### src/mei_pkg.sv
`timescale 1ns / 1ps

package mei_pkg;

    localparam int COORD_BITS_DEFAULT = 12;
    localparam int FRAC_BITS = 24;
    localparam int VAL_BITS = 36;
    localparam int PITCH_BITS = 24;
    localparam int COUNT_BITS = 16;
    localparam int CFG_INDEX_BITS = 2;

    // Multiplier operands carry two guard bits above the value range, since the
    // cardioid test multiplies intermediate terms that have grown past it.
    localparam int OP_BITS = VAL_BITS + 2;
    localparam int MAG_BITS = OP_BITS - 1;
    localparam int HALF_BITS = (MAG_BITS + 1) / 2;
    localparam int PROD_BITS = 2 * MAG_BITS;
    localparam int QUO_BITS = PROD_BITS - FRAC_BITS;
    localparam int WIDE_BITS = 48;

    typedef logic signed [VAL_BITS-1:0] val_t;
    typedef logic signed [OP_BITS-1:0] op_val_t;
    typedef logic signed [WIDE_BITS-1:0] wide_t;
    typedef logic [PROD_BITS-1:0] prod_t;
    typedef logic [COUNT_BITS-1:0] count_t;
    typedef logic [PITCH_BITS-1:0] pitch_t;
    typedef logic [CFG_INDEX_BITS-1:0] cfg_index_t;

    localparam cfg_index_t CFG_ORIGIN_REAL = 2'd0;
    localparam cfg_index_t CFG_ORIGIN_IMAG = 2'd1;
    localparam cfg_index_t CFG_PIXEL_PITCH = 2'd2;
    localparam cfg_index_t CFG_ITERATION_LIMIT = 2'd3;

    localparam val_t VAL_MAX = {1'b0, {(VAL_BITS - 1){1'b1}}};
    localparam val_t VAL_MIN = {1'b1, {(VAL_BITS - 1){1'b0}}};

    localparam wide_t ONE = wide_t'(1) <<< FRAC_BITS;
    localparam wide_t QUARTER = ONE >>> 2;
    localparam wide_t BULB_LIMIT = ONE >>> 4;
    localparam wide_t ESCAPE_LIMIT = ONE <<< 8;

    typedef struct packed {
        val_t origin_real;
        val_t origin_imag;
        pitch_t pixel_pitch;
        count_t iteration_limit;
    } cfg_t;

    localparam cfg_t CFG_RESET = '{
        origin_real: val_t'(-41943040),
        origin_imag: val_t'(-16777216),
        pixel_pitch: pitch_t'(49152),
        iteration_limit: count_t'(64)
    };

    typedef struct packed {
        logic start;
        op_val_t a;
        op_val_t b;
    } mul_req_t;

    typedef struct packed {
        logic done;
        logic neg;
        prod_t prod;
    } mul_rsp_t;

    typedef enum logic [2:0] {
        ST_IDLE,
        ST_ISSUE,
        ST_WAIT,
        ST_TEST,
        ST_ESC,
        ST_UPD,
        ST_DONE
    } seq_state_t;

    typedef enum logic [3:0] {
        OP_CR,
        OP_CI,
        OP_CI2,
        OP_BX2,
        OP_DX2,
        OP_QQ,
        OP_RR,
        OP_II,
        OP_RI
    } mul_op_t;

    function automatic val_t sat_val(input wide_t v);
        val_t r;
        if (v > wide_t'(VAL_MAX)) begin
            r = VAL_MAX;
        end else if (v < wide_t'(VAL_MIN)) begin
            r = VAL_MIN;
        end else begin
            r = val_t'(v[VAL_BITS-1:0]);
        end
        return r;
    endfunction

    // Scales a sign and magnitude product back to the value format, rounding
    // toward minus infinity and saturating.
    function automatic val_t fmul_round(input logic neg, input prod_t p);
        logic [QUO_BITS-1:0] quo;
        logic rem;
        logic over;
        logic [VAL_BITS-1:0] mag;
        val_t r;
        quo = p[PROD_BITS-1:FRAC_BITS];
        rem = |p[FRAC_BITS-1:0];
        over = |quo[QUO_BITS-1:VAL_BITS-1];
        mag = {1'b0, quo[VAL_BITS-2:0]};
        if (!neg) begin
            r = over ? VAL_MAX : val_t'(mag);
        end else if (over) begin
            r = VAL_MIN;
        end else begin
            r = val_t'(-(mag + VAL_BITS'(rem)));
        end
        return r;
    endfunction

endpackage

### src/mei_mul.sv
`timescale 1ns / 1ps

module mei_mul (
    input  logic              aclk,
    input  logic              aresetn,
    input  mei_pkg::mul_req_t req,
    output mei_pkg::mul_rsp_t rsp
);

    localparam int PP_BITS = mei_pkg::MAG_BITS + mei_pkg::HALF_BITS;

    function automatic logic [mei_pkg::MAG_BITS-1:0] op_mag(input mei_pkg::op_val_t v);
        mei_pkg::op_val_t n;
        n = -v;
        return v[mei_pkg::OP_BITS-1] ? n[mei_pkg::MAG_BITS-1:0] : v[mei_pkg::MAG_BITS-1:0];
    endfunction

    logic [mei_pkg::MAG_BITS-1:0] a_mag_reg;
    logic [mei_pkg::MAG_BITS-1:0] b_mag_reg;
    logic neg_reg;
    logic lo_reg;
    logic hi_reg;
    logic done_reg;
    mei_pkg::prod_t acc_reg;
    mei_pkg::prod_t acc_next;
    logic [mei_pkg::HALF_BITS-1:0] b_part;
    logic [PP_BITS-1:0] pp;

    assign b_part = hi_reg
        ? mei_pkg::HALF_BITS'(b_mag_reg[mei_pkg::MAG_BITS-1:mei_pkg::HALF_BITS])
        : b_mag_reg[mei_pkg::HALF_BITS-1:0];
    assign pp = a_mag_reg * b_part;

    always_comb begin
        acc_next = acc_reg;
        if (lo_reg) begin
            acc_next = mei_pkg::PROD_BITS'(pp);
        end else if (hi_reg) begin
            acc_next = acc_reg + (mei_pkg::PROD_BITS'(pp) << mei_pkg::HALF_BITS);
        end
    end

    always_ff @(posedge aclk) begin
        if (!aresetn) begin
            lo_reg <= 1'b0;
            hi_reg <= 1'b0;
            done_reg <= 1'b0;
        end else begin
            lo_reg <= req.start;
            hi_reg <= lo_reg;
            done_reg <= hi_reg;
        end
    end

    always_ff @(posedge aclk) begin
        if (req.start) begin
            a_mag_reg <= op_mag(req.a);
            b_mag_reg <= op_mag(req.b);
            neg_reg <= req.a[mei_pkg::OP_BITS-1] ^ req.b[mei_pkg::OP_BITS-1];
        end
        acc_reg <= acc_next;
    end

    assign rsp.done = done_reg;
    assign rsp.neg = neg_reg;
    assign rsp.prod = acc_reg;

endmodule

### src/mei_seq.sv
`timescale 1ns / 1ps

module mei_seq #(
    parameter int COORD_BITS = mei_pkg::COORD_BITS_DEFAULT
) (
    input  logic                        aclk,
    input  logic                        aresetn,
    input  logic                        s_valid,
    output logic                        s_ready,
    input  logic [COORD_BITS-1:0]       s_pixel_column,
    input  logic [COORD_BITS-1:0]       s_pixel_row,
    output logic                        m_valid,
    input  logic                        m_ready,
    output logic [mei_pkg::COUNT_BITS-1:0] m_iteration_count,
    output logic signed [mei_pkg::VAL_BITS-1:0] m_final_real,
    output logic signed [mei_pkg::VAL_BITS-1:0] m_final_imag,
    input  mei_pkg::cfg_t               cfg,
    output mei_pkg::mul_req_t           mul_req,
    input  mei_pkg::mul_rsp_t           mul_rsp
);

    localparam int CPROD_BITS = COORD_BITS + mei_pkg::PITCH_BITS;

    mei_pkg::seq_state_t state_reg, state_next;
    mei_pkg::mul_op_t op_reg, op_next;
    logic [COORD_BITS-1:0] col_reg, col_next;
    logic [COORD_BITS-1:0] row_reg, row_next;
    mei_pkg::val_t cr_reg, cr_next;
    mei_pkg::val_t ci_reg, ci_next;
    mei_pkg::val_t zr_reg, zr_next;
    mei_pkg::val_t zi_reg, zi_next;
    mei_pkg::val_t bx_reg, bx_next;
    mei_pkg::op_val_t dx_reg, dx_next;
    mei_pkg::op_val_t q_reg, q_next;
    mei_pkg::val_t ci2_reg, ci2_next;
    mei_pkg::val_t bb_reg, bb_next;
    mei_pkg::val_t qq_reg, qq_next;
    mei_pkg::val_t rr_reg, rr_next;
    mei_pkg::val_t ii_reg, ii_next;
    mei_pkg::val_t ri_reg, ri_next;
    mei_pkg::count_t count_reg, count_next;
    logic out_valid_reg, out_valid_next;
    mei_pkg::count_t out_count_reg;
    mei_pkg::val_t out_real_reg;
    mei_pkg::val_t out_imag_reg;

    logic load_out;
    mei_pkg::op_val_t opa;
    mei_pkg::op_val_t opb;
    mei_pkg::val_t coord_val;
    mei_pkg::val_t fm_val;
    mei_pkg::val_t nr_val;
    mei_pkg::val_t ni_val;
    logic interior;
    logic escaped;
    logic [mei_pkg::COUNT_BITS:0] count_inc;

    assign coord_val = mei_pkg::sat_val(
        mei_pkg::wide_t'((op_reg == mei_pkg::OP_CR) ? cfg.origin_real : cfg.origin_imag)
        + mei_pkg::wide_t'(mul_rsp.prod[CPROD_BITS-1:0]));
    assign fm_val = mei_pkg::fmul_round(mul_rsp.neg, mul_rsp.prod);

    assign nr_val = mei_pkg::sat_val(
        mei_pkg::wide_t'(mei_pkg::sat_val(mei_pkg::wide_t'(rr_reg) - mei_pkg::wide_t'(ii_reg)))
        + mei_pkg::wide_t'(cr_reg));
    assign ni_val = mei_pkg::sat_val(
        mei_pkg::wide_t'(mei_pkg::sat_val(mei_pkg::wide_t'(ri_reg) <<< 1))
        + mei_pkg::wide_t'(ci_reg));

    assign interior =
        ((mei_pkg::wide_t'(bb_reg) + mei_pkg::wide_t'(ci2_reg)) < mei_pkg::BULB_LIMIT)
        || (mei_pkg::wide_t'(qq_reg) < (mei_pkg::wide_t'(ci2_reg) >>> 2));
    assign escaped =
        (mei_pkg::wide_t'(rr_reg) + mei_pkg::wide_t'(ii_reg)) >= mei_pkg::ESCAPE_LIMIT;
    assign count_inc = (mei_pkg::COUNT_BITS + 1)'(count_reg) + (mei_pkg::COUNT_BITS + 1)'(1);

    always_comb begin
        opa = '0;
        opb = '0;
        unique case (op_reg)
            mei_pkg::OP_CR: begin
                opa = mei_pkg::op_val_t'(col_reg);
                opb = mei_pkg::op_val_t'(cfg.pixel_pitch);
            end
            mei_pkg::OP_CI: begin
                opa = mei_pkg::op_val_t'(row_reg);
                opb = mei_pkg::op_val_t'(cfg.pixel_pitch);
            end
            mei_pkg::OP_CI2: begin
                opa = mei_pkg::op_val_t'(ci_reg);
                opb = mei_pkg::op_val_t'(ci_reg);
            end
            mei_pkg::OP_BX2: begin
                opa = mei_pkg::op_val_t'(bx_reg);
                opb = mei_pkg::op_val_t'(bx_reg);
            end
            mei_pkg::OP_DX2: begin
                opa = dx_reg;
                opb = dx_reg;
            end
            mei_pkg::OP_QQ: begin
                opa = q_reg;
                opb = mei_pkg::op_val_t'(q_reg + dx_reg);
            end
            mei_pkg::OP_RR: begin
                opa = mei_pkg::op_val_t'(zr_reg);
                opb = mei_pkg::op_val_t'(zr_reg);
            end
            mei_pkg::OP_II: begin
                opa = mei_pkg::op_val_t'(zi_reg);
                opb = mei_pkg::op_val_t'(zi_reg);
            end
            mei_pkg::OP_RI: begin
                opa = mei_pkg::op_val_t'(zr_reg);
                opb = mei_pkg::op_val_t'(zi_reg);
            end
            default: begin
                opa = '0;
                opb = '0;
            end
        endcase
    end

    always_comb begin
        state_next = state_reg;
        op_next = op_reg;
        col_next = col_reg;
        row_next = row_reg;
        cr_next = cr_reg;
        ci_next = ci_reg;
        zr_next = zr_reg;
        zi_next = zi_reg;
        bx_next = bx_reg;
        dx_next = dx_reg;
        q_next = q_reg;
        ci2_next = ci2_reg;
        bb_next = bb_reg;
        qq_next = qq_reg;
        rr_next = rr_reg;
        ii_next = ii_reg;
        ri_next = ri_reg;
        count_next = count_reg;
        load_out = 1'b0;
        mul_req.start = 1'b0;
        mul_req.a = opa;
        mul_req.b = opb;

        unique case (state_reg)
            mei_pkg::ST_IDLE: begin
                if (s_valid) begin
                    col_next = s_pixel_column;
                    row_next = s_pixel_row;
                    op_next = mei_pkg::OP_CR;
                    state_next = mei_pkg::ST_ISSUE;
                end
            end
            mei_pkg::ST_ISSUE: begin
                mul_req.start = 1'b1;
                state_next = mei_pkg::ST_WAIT;
            end
            mei_pkg::ST_WAIT: begin
                if (mul_rsp.done) begin
                    state_next = mei_pkg::ST_ISSUE;
                    unique case (op_reg)
                        mei_pkg::OP_CR: begin
                            cr_next = coord_val;
                            op_next = mei_pkg::OP_CI;
                        end
                        mei_pkg::OP_CI: begin
                            ci_next = coord_val;
                            zr_next = cr_reg;
                            zi_next = coord_val;
                            bx_next = mei_pkg::sat_val(mei_pkg::wide_t'(cr_reg) + mei_pkg::ONE);
                            dx_next = mei_pkg::op_val_t'(
                                mei_pkg::wide_t'(cr_reg) - mei_pkg::QUARTER);
                            count_next = '0;
                            op_next = mei_pkg::OP_CI2;
                        end
                        mei_pkg::OP_CI2: begin
                            ci2_next = fm_val;
                            op_next = mei_pkg::OP_BX2;
                        end
                        mei_pkg::OP_BX2: begin
                            bb_next = fm_val;
                            op_next = mei_pkg::OP_DX2;
                        end
                        mei_pkg::OP_DX2: begin
                            q_next = mei_pkg::op_val_t'(
                                mei_pkg::wide_t'(fm_val) + mei_pkg::wide_t'(ci2_reg));
                            op_next = mei_pkg::OP_QQ;
                        end
                        mei_pkg::OP_QQ: begin
                            qq_next = fm_val;
                            state_next = mei_pkg::ST_TEST;
                        end
                        mei_pkg::OP_RR: begin
                            rr_next = fm_val;
                            op_next = mei_pkg::OP_II;
                        end
                        mei_pkg::OP_II: begin
                            ii_next = fm_val;
                            state_next = mei_pkg::ST_ESC;
                        end
                        mei_pkg::OP_RI: begin
                            ri_next = fm_val;
                            state_next = mei_pkg::ST_UPD;
                        end
                        default: begin
                            state_next = mei_pkg::ST_IDLE;
                        end
                    endcase
                end
            end
            mei_pkg::ST_TEST: begin
                if (interior) begin
                    count_next = cfg.iteration_limit;
                    state_next = mei_pkg::ST_DONE;
                end else if (cfg.iteration_limit == '0) begin
                    state_next = mei_pkg::ST_DONE;
                end else begin
                    op_next = mei_pkg::OP_RR;
                    state_next = mei_pkg::ST_ISSUE;
                end
            end
            mei_pkg::ST_ESC: begin
                if (escaped) begin
                    state_next = mei_pkg::ST_DONE;
                end else begin
                    op_next = mei_pkg::OP_RI;
                    state_next = mei_pkg::ST_ISSUE;
                end
            end
            mei_pkg::ST_UPD: begin
                if (nr_val == zr_reg && ni_val == zi_reg) begin
                    count_next = cfg.iteration_limit;
                    state_next = mei_pkg::ST_DONE;
                end else begin
                    zr_next = nr_val;
                    zi_next = ni_val;
                    count_next = count_inc[mei_pkg::COUNT_BITS-1:0];
                    if (count_inc < (mei_pkg::COUNT_BITS + 1)'(cfg.iteration_limit)) begin
                        op_next = mei_pkg::OP_RR;
                        state_next = mei_pkg::ST_ISSUE;
                    end else begin
                        state_next = mei_pkg::ST_DONE;
                    end
                end
            end
            mei_pkg::ST_DONE: begin
                if (!out_valid_reg || m_ready) begin
                    load_out = 1'b1;
                    state_next = mei_pkg::ST_IDLE;
                end
            end
            default: begin
                state_next = mei_pkg::ST_IDLE;
            end
        endcase
    end

    assign out_valid_next = load_out | (out_valid_reg & ~m_ready);

    always_ff @(posedge aclk) begin
        if (!aresetn) begin
            state_reg <= mei_pkg::ST_IDLE;
            out_valid_reg <= 1'b0;
        end else begin
            state_reg <= state_next;
            out_valid_reg <= out_valid_next;
        end
    end

    always_ff @(posedge aclk) begin
        op_reg <= op_next;
        col_reg <= col_next;
        row_reg <= row_next;
        cr_reg <= cr_next;
        ci_reg <= ci_next;
        zr_reg <= zr_next;
        zi_reg <= zi_next;
        bx_reg <= bx_next;
        dx_reg <= dx_next;
        q_reg <= q_next;
        ci2_reg <= ci2_next;
        bb_reg <= bb_next;
        qq_reg <= qq_next;
        rr_reg <= rr_next;
        ii_reg <= ii_next;
        ri_reg <= ri_next;
        count_reg <= count_next;
        if (load_out) begin
            out_count_reg <= count_reg;
            out_real_reg <= zr_reg;
            out_imag_reg <= zi_reg;
        end
    end

    assign s_ready = (state_reg == mei_pkg::ST_IDLE);
    assign m_valid = out_valid_reg;
    assign m_iteration_count = out_count_reg;
    assign m_final_real = out_real_reg;
    assign m_final_imag = out_imag_reg;

endmodule

### src/mandelbrot_escape_iteration_core.sv
// Escape-time iteration for one pixel of a Mandelbrot view, in signed Q11.24.
// The input channel (s_valid, s_ready) takes a pixel column and row; the core
// maps it to c = origin + pixel * pitch and returns one item on the result
// channel (m_valid, m_ready): the iteration count and the final z.
// The viewport and the iteration limit are set through the write port
// (cfg_wr_en, cfg_index, cfg_wdata); the user must write them only while the
// core is idle, since the core itself does not enforce it.
// Timing is set by one shared 37 x 19 bit multiplier that needs two passes
// per product. Setup and the interior tests use six products after an item
// is accepted, each iteration uses three products, the iteration that
// detects escape uses two, and the result is then moved into the output
// register. The core takes no new item until it is finished, so the next
// item is accepted at the earliest in the same cycle as the result is
// offered.
// Reset drops any item in flight and loads the default viewport (origin
// -2.5 - 1.0i, pitch 3/1024, limit 64).
// If the receiver stalls, the finished item waits in the output register while
// the core accepts and computes one more pixel, which then holds until the
// output register is free.
`timescale 1ns / 1ps

module mandelbrot_escape_iteration_core #(
    parameter int COORD_BITS = mei_pkg::COORD_BITS_DEFAULT
) (
    input  logic                                 aclk,
    input  logic                                 aresetn,
    input  logic                                 s_valid,
    output logic                                 s_ready,
    input  logic [COORD_BITS-1:0]                s_pixel_column,
    input  logic [COORD_BITS-1:0]                s_pixel_row,
    output logic                                 m_valid,
    input  logic                                 m_ready,
    output logic [mei_pkg::COUNT_BITS-1:0]       m_iteration_count,
    output logic signed [mei_pkg::VAL_BITS-1:0]  m_final_real,
    output logic signed [mei_pkg::VAL_BITS-1:0]  m_final_imag,
    input  logic                                 cfg_wr_en,
    input  logic [mei_pkg::CFG_INDEX_BITS-1:0]   cfg_index,
    input  logic [mei_pkg::VAL_BITS-1:0]         cfg_wdata
);

    mei_pkg::cfg_t cfg_reg, cfg_next;
    mei_pkg::mul_req_t mul_req;
    mei_pkg::mul_rsp_t mul_rsp;

    always_comb begin
        cfg_next = cfg_reg;
        if (cfg_wr_en) begin
            unique case (cfg_index)
                mei_pkg::CFG_ORIGIN_REAL: cfg_next.origin_real = mei_pkg::val_t'(cfg_wdata);
                mei_pkg::CFG_ORIGIN_IMAG: cfg_next.origin_imag = mei_pkg::val_t'(cfg_wdata);
                mei_pkg::CFG_PIXEL_PITCH: begin
                    cfg_next.pixel_pitch = cfg_wdata[mei_pkg::PITCH_BITS-1:0];
                end
                mei_pkg::CFG_ITERATION_LIMIT: begin
                    cfg_next.iteration_limit = cfg_wdata[mei_pkg::COUNT_BITS-1:0];
                end
            endcase
        end
    end

    always_ff @(posedge aclk) begin
        if (!aresetn) begin
            cfg_reg <= mei_pkg::CFG_RESET;
        end else begin
            cfg_reg <= cfg_next;
        end
    end

    mei_mul u_mul (
        .aclk    (aclk),
        .aresetn (aresetn),
        .req     (mul_req),
        .rsp     (mul_rsp)
    );

    mei_seq #(
        .COORD_BITS (COORD_BITS)
    ) u_seq (
        .aclk              (aclk),
        .aresetn           (aresetn),
        .s_valid           (s_valid),
        .s_ready           (s_ready),
        .s_pixel_column    (s_pixel_column),
        .s_pixel_row       (s_pixel_row),
        .m_valid           (m_valid),
        .m_ready           (m_ready),
        .m_iteration_count (m_iteration_count),
        .m_final_real      (m_final_real),
        .m_final_imag      (m_final_imag),
        .cfg               (cfg_reg),
        .mul_req           (mul_req),
        .mul_rsp           (mul_rsp)
    );

endmodule

### config.mk
export PLATFORM = sky130hd
export DESIGN_NAME = mandelbrot_escape_iteration_core
export DESIGN_NICKNAME = d
export VERILOG_FILES = /design/src/mei_pkg.sv /design/src/mei_mul.sv /design/src/mei_seq.sv /design/src/mandelbrot_escape_iteration_core.sv
export SDC_FILE = /design/constraint.sdc
export NUM_CORES = 2
export LEC_CHECK = 0
export BUFFER_PORTS_ARGS = -buffer_cell sky130_fd_sc_hd__clkbuf_2
export CAP_MARGIN = 20
export CORE_AREA = 2 2 546 548
export CTS_CLUSTER_DIAMETER = 30
export CTS_CLUSTER_SIZE = 16
export DETAILED_ROUTE_END_ITERATION = 6
export DIE_AREA = 0 0 548 550
export PLACE_DENSITY = 0.48
export SETUP_SLACK_MARGIN = 0.05
export SLEW_MARGIN = 20
export SYNTH_ARGS = -nofsm -noshare
export SYNTH_HDL_FRONTEND = slang
export SYNTH_SLANG_ARGS = --single-unit
### constraint.sdc
create_clock -name aclk -period 11.2 [get_ports aclk]
set_clock_uncertainty 0.2 [all_clocks]
set_input_delay 0.56 -clock aclk [delete_from_list [all_inputs] [get_ports aclk]]
set_output_delay 0.56 -clock aclk [all_outputs]
set_load 0.01 [all_outputs]
==> summary.md <==
| Metric | Value |
|---|---|
| First-pass GRT wire length | `464 mm` |
| Post-CTS setup buffers | `0` |
| Min-delay worst type | `input pin to flip-flop` |
| Commonest non-fill, non-tap cell in the layout | `nand2_1` |
| Sum Neg Setup Slack | `0 ps` |
| Core Box Area | `296,000 sq um` |
| Failing checks | `DRC` |
| Total Routing Usage GR | `20.9%` |
| Slowest stage delay, CP | `590 ps` |
| Most common cell on crit path | `buf_4` |
| Post-Route WL | `roughly 320 mm` |
| Max reg flops | `112` |
| Worst-Skew Late Latency | `860 ps` |
| Critical path's slowest cell | `a21oi_1` |
| DRT Pass-1 Iters | `7` |
| Post-route ant nets | `0` |
| Final worst path period need | `10,700 ps` |
| Largest net degree at the start of global routing | `92` |
| YS warnings | `0` |
| Max_cap viols | `0` |
| Pre-CTS setup slack | `around 210 ps` |
| Clock tree buffer depth | `3` |
| CTS root buffer | `clkbuf_16` |
| Die area | `301,000 sq um` |
| Dominant cells by area after synthesis | `edfxtp_1 (28%), fa_1 (15%), ha_1 (9.1%)` |
| Setup Crit Path Kind | `flip-flop to flip-flop` |
| Slew Viols, Final | `0` |
| Post-Route Utilization | `31.9%` |
| Number of synthesized flops with an enable pin | `733` |
| Register area share after synthesis | `31.2%` |
| Via density | `5.16` |
| DRC | `14` |
| Max Freq | `approximately 93 MHz` |
| I/O pins | `157` |
| Ys flop type | `edfxtp_1` |
| Commonest cells after routing, fill and taps aside | `nand2_1 (1,179), inv_1 (885), edfxtp_1 (733)` |
| Final Hold Fails | `0` |
| Port bufs | `156` |
| H-tree levels | `4` |
| WP data required | `approximately 12,000 ps` |
| CP arrival | `approximately 11,000 ps` |
| Clock sink count | `870` |
| Fin nets | `10.0k` |
| Synth Register Bits | `870` |
| Syn-to-layout area delta | `18.6%` |
| Syn_nets | `between 9k and 10k` |
| Initial Util | `about 27%` |
| Vias in the first global route | `65.8k` |
| Syn Std Cell Area | `79,400 sq um` |
| Final setup vio count | `0` |
| Drt initial violations | `approximately 6.7k` |
| Vert. Die Dim | `550 um` |
| CTS tree | `built` |
| RSZ-0062 raised after global routing | `yes` |
| Final HPWL from detailed placement | `257 mm` |
| CP Max Fanout | `24` |
| Tcrit/Tclk final | `95.6%` |
| Async set-or-reset flop fraction in the synthesized netlist | `0%` |
| Row Count | `200` |
| Wirelength per Cell | `~25 um` |
| Initial antenna violation count | `18` |
| GP Congestion | `0.967` |
| Die width | `548 um` |
| Library cells used by synthesis | `93` |
| Status | `complete, but fails checks` |
| Clk pin slew, worst setup/hold paths | `about 50 ps` |
| Synthesized area per cell | `9.36 sq um` |
| Synth area leader | `edfxtp_1` |
| Mapped Cells | `8,491` |
| Final worst slack | `498 ps` |
| Startpoint Class | `flip-flop` |
| Worst slew pin tran | `1230 ps` |
| Top-area cell type share of the netlist area | `27.7%` |
| Layout cells sized above 1 | `10.6%` |
| Grt total ovfl | `0` |
| Slew Limit Headroom | `17.3%` |
| CTS Buf Count | `224` |
| Via count | `66.9k` |
| CP Capture Type | `flip-flop` |
[path summary, 6_finish.rpt]
path                              from                          to  slack [ps]  cells after the start
min reg2reg   cfg_reg[44]$_SDFFE_PN0P_    cfg_reg[44]$_SDFFE_PN0P_         260                      2
min                       cfg_index[0]    cfg_reg[17]$_SDFFE_PN0P_         180                      5
max          u_seq.ii_reg[1]$_DFFE_PP_  u_seq.zr_reg[33]$_DFFE_PP_         500                     38
max reg2reg  u_seq.ii_reg[1]$_DFFE_PP_  u_seq.zr_reg[33]$_DFFE_PP_         500                     38
[synth_stat cells, types with 86 or more instances]
cell      number
nor2_1       434
xor2_1       152
clkbuf_1     293
a21boi_0     106
a21o_1       197
fa_1         602
edfxtp_1     733
nand2_1     1181
nor3_1       121
and2_1       149
inv_1        886
a21oi_1      482
nand3_1      184
ha_1         578
o21ai_0      361
nor2b_1      171
xnor2_1      257
buf_1         86
dfxtp_1      137
[metrics by stage]
stage / std cells / hold WS, ps / cell area (sq um)
floorplan: 8491 / 224 / 79400
global placement: 12400 / 246 / 85800
detailed placement: 12400 / 258 / 85800
CTS: 12900 / 126 / 94200
global route: 12900 / 200 / 94200
finish: 12900 / 177 / 94300
[cells by family (layout without fill, tap and decap cells)]
group           count (synthesis)  count (layout)  synth area share (%)
mux                           126             126                  1.70
buf+inv                      1271            1775                  6.02
fa+ha+maj                    1234            1234                  25.0
flops                         870             870                  31.2
xor+xnor                      409             409                  4.51
simple gates                 2669            2669                  15.7
other cells                     0              11                     0
compound gates               1912            1912                  15.9
[cell type report]
cell class                      count  area, sq um
Fill cell                       30500       201000
Sequential cell                   870        24800
Inverter                          888         3340
Tap cell                         3939         4930
Multi-Input combinational cell   6350        50200
Antenna cell                       11         27.5
Timing Repair Buffer              463         3300
Clock inverter                    161         1740
Clock buffer                      263         6000
[per-layer routing]
metal,global-route usage (%),share of wire (%),vias to the layer above
li1,-,-,30300
met1,28.2,44,33600
met2,33.5,46,2538
met3,3.35,6.7,477
met4,7.67,3.8,4
met5,0,0.0078,-
[critical path: cells and delay by family, from the launching register on]
family | cells | cell delay, ps
fa+ha+maj | 2 | 710
flops | 1 | 420
xor+xnor | 1 | 180
simple gates | 12 | 2730
compound gates | 16 | 4720
mux | 1 | 190
buf+inv | 6 | 1260
[timing repair]
item / CTS / global route
endpoints found under the setup margin: 0 / 110
endpoints found under the hold margin: 139 / 0
resized for setup: 0 / 12
hold buffers: 63 / 0
Power is not shown: default switching activity piles up to over one toggle a cycle in this logic, so the estimate is an artifact.
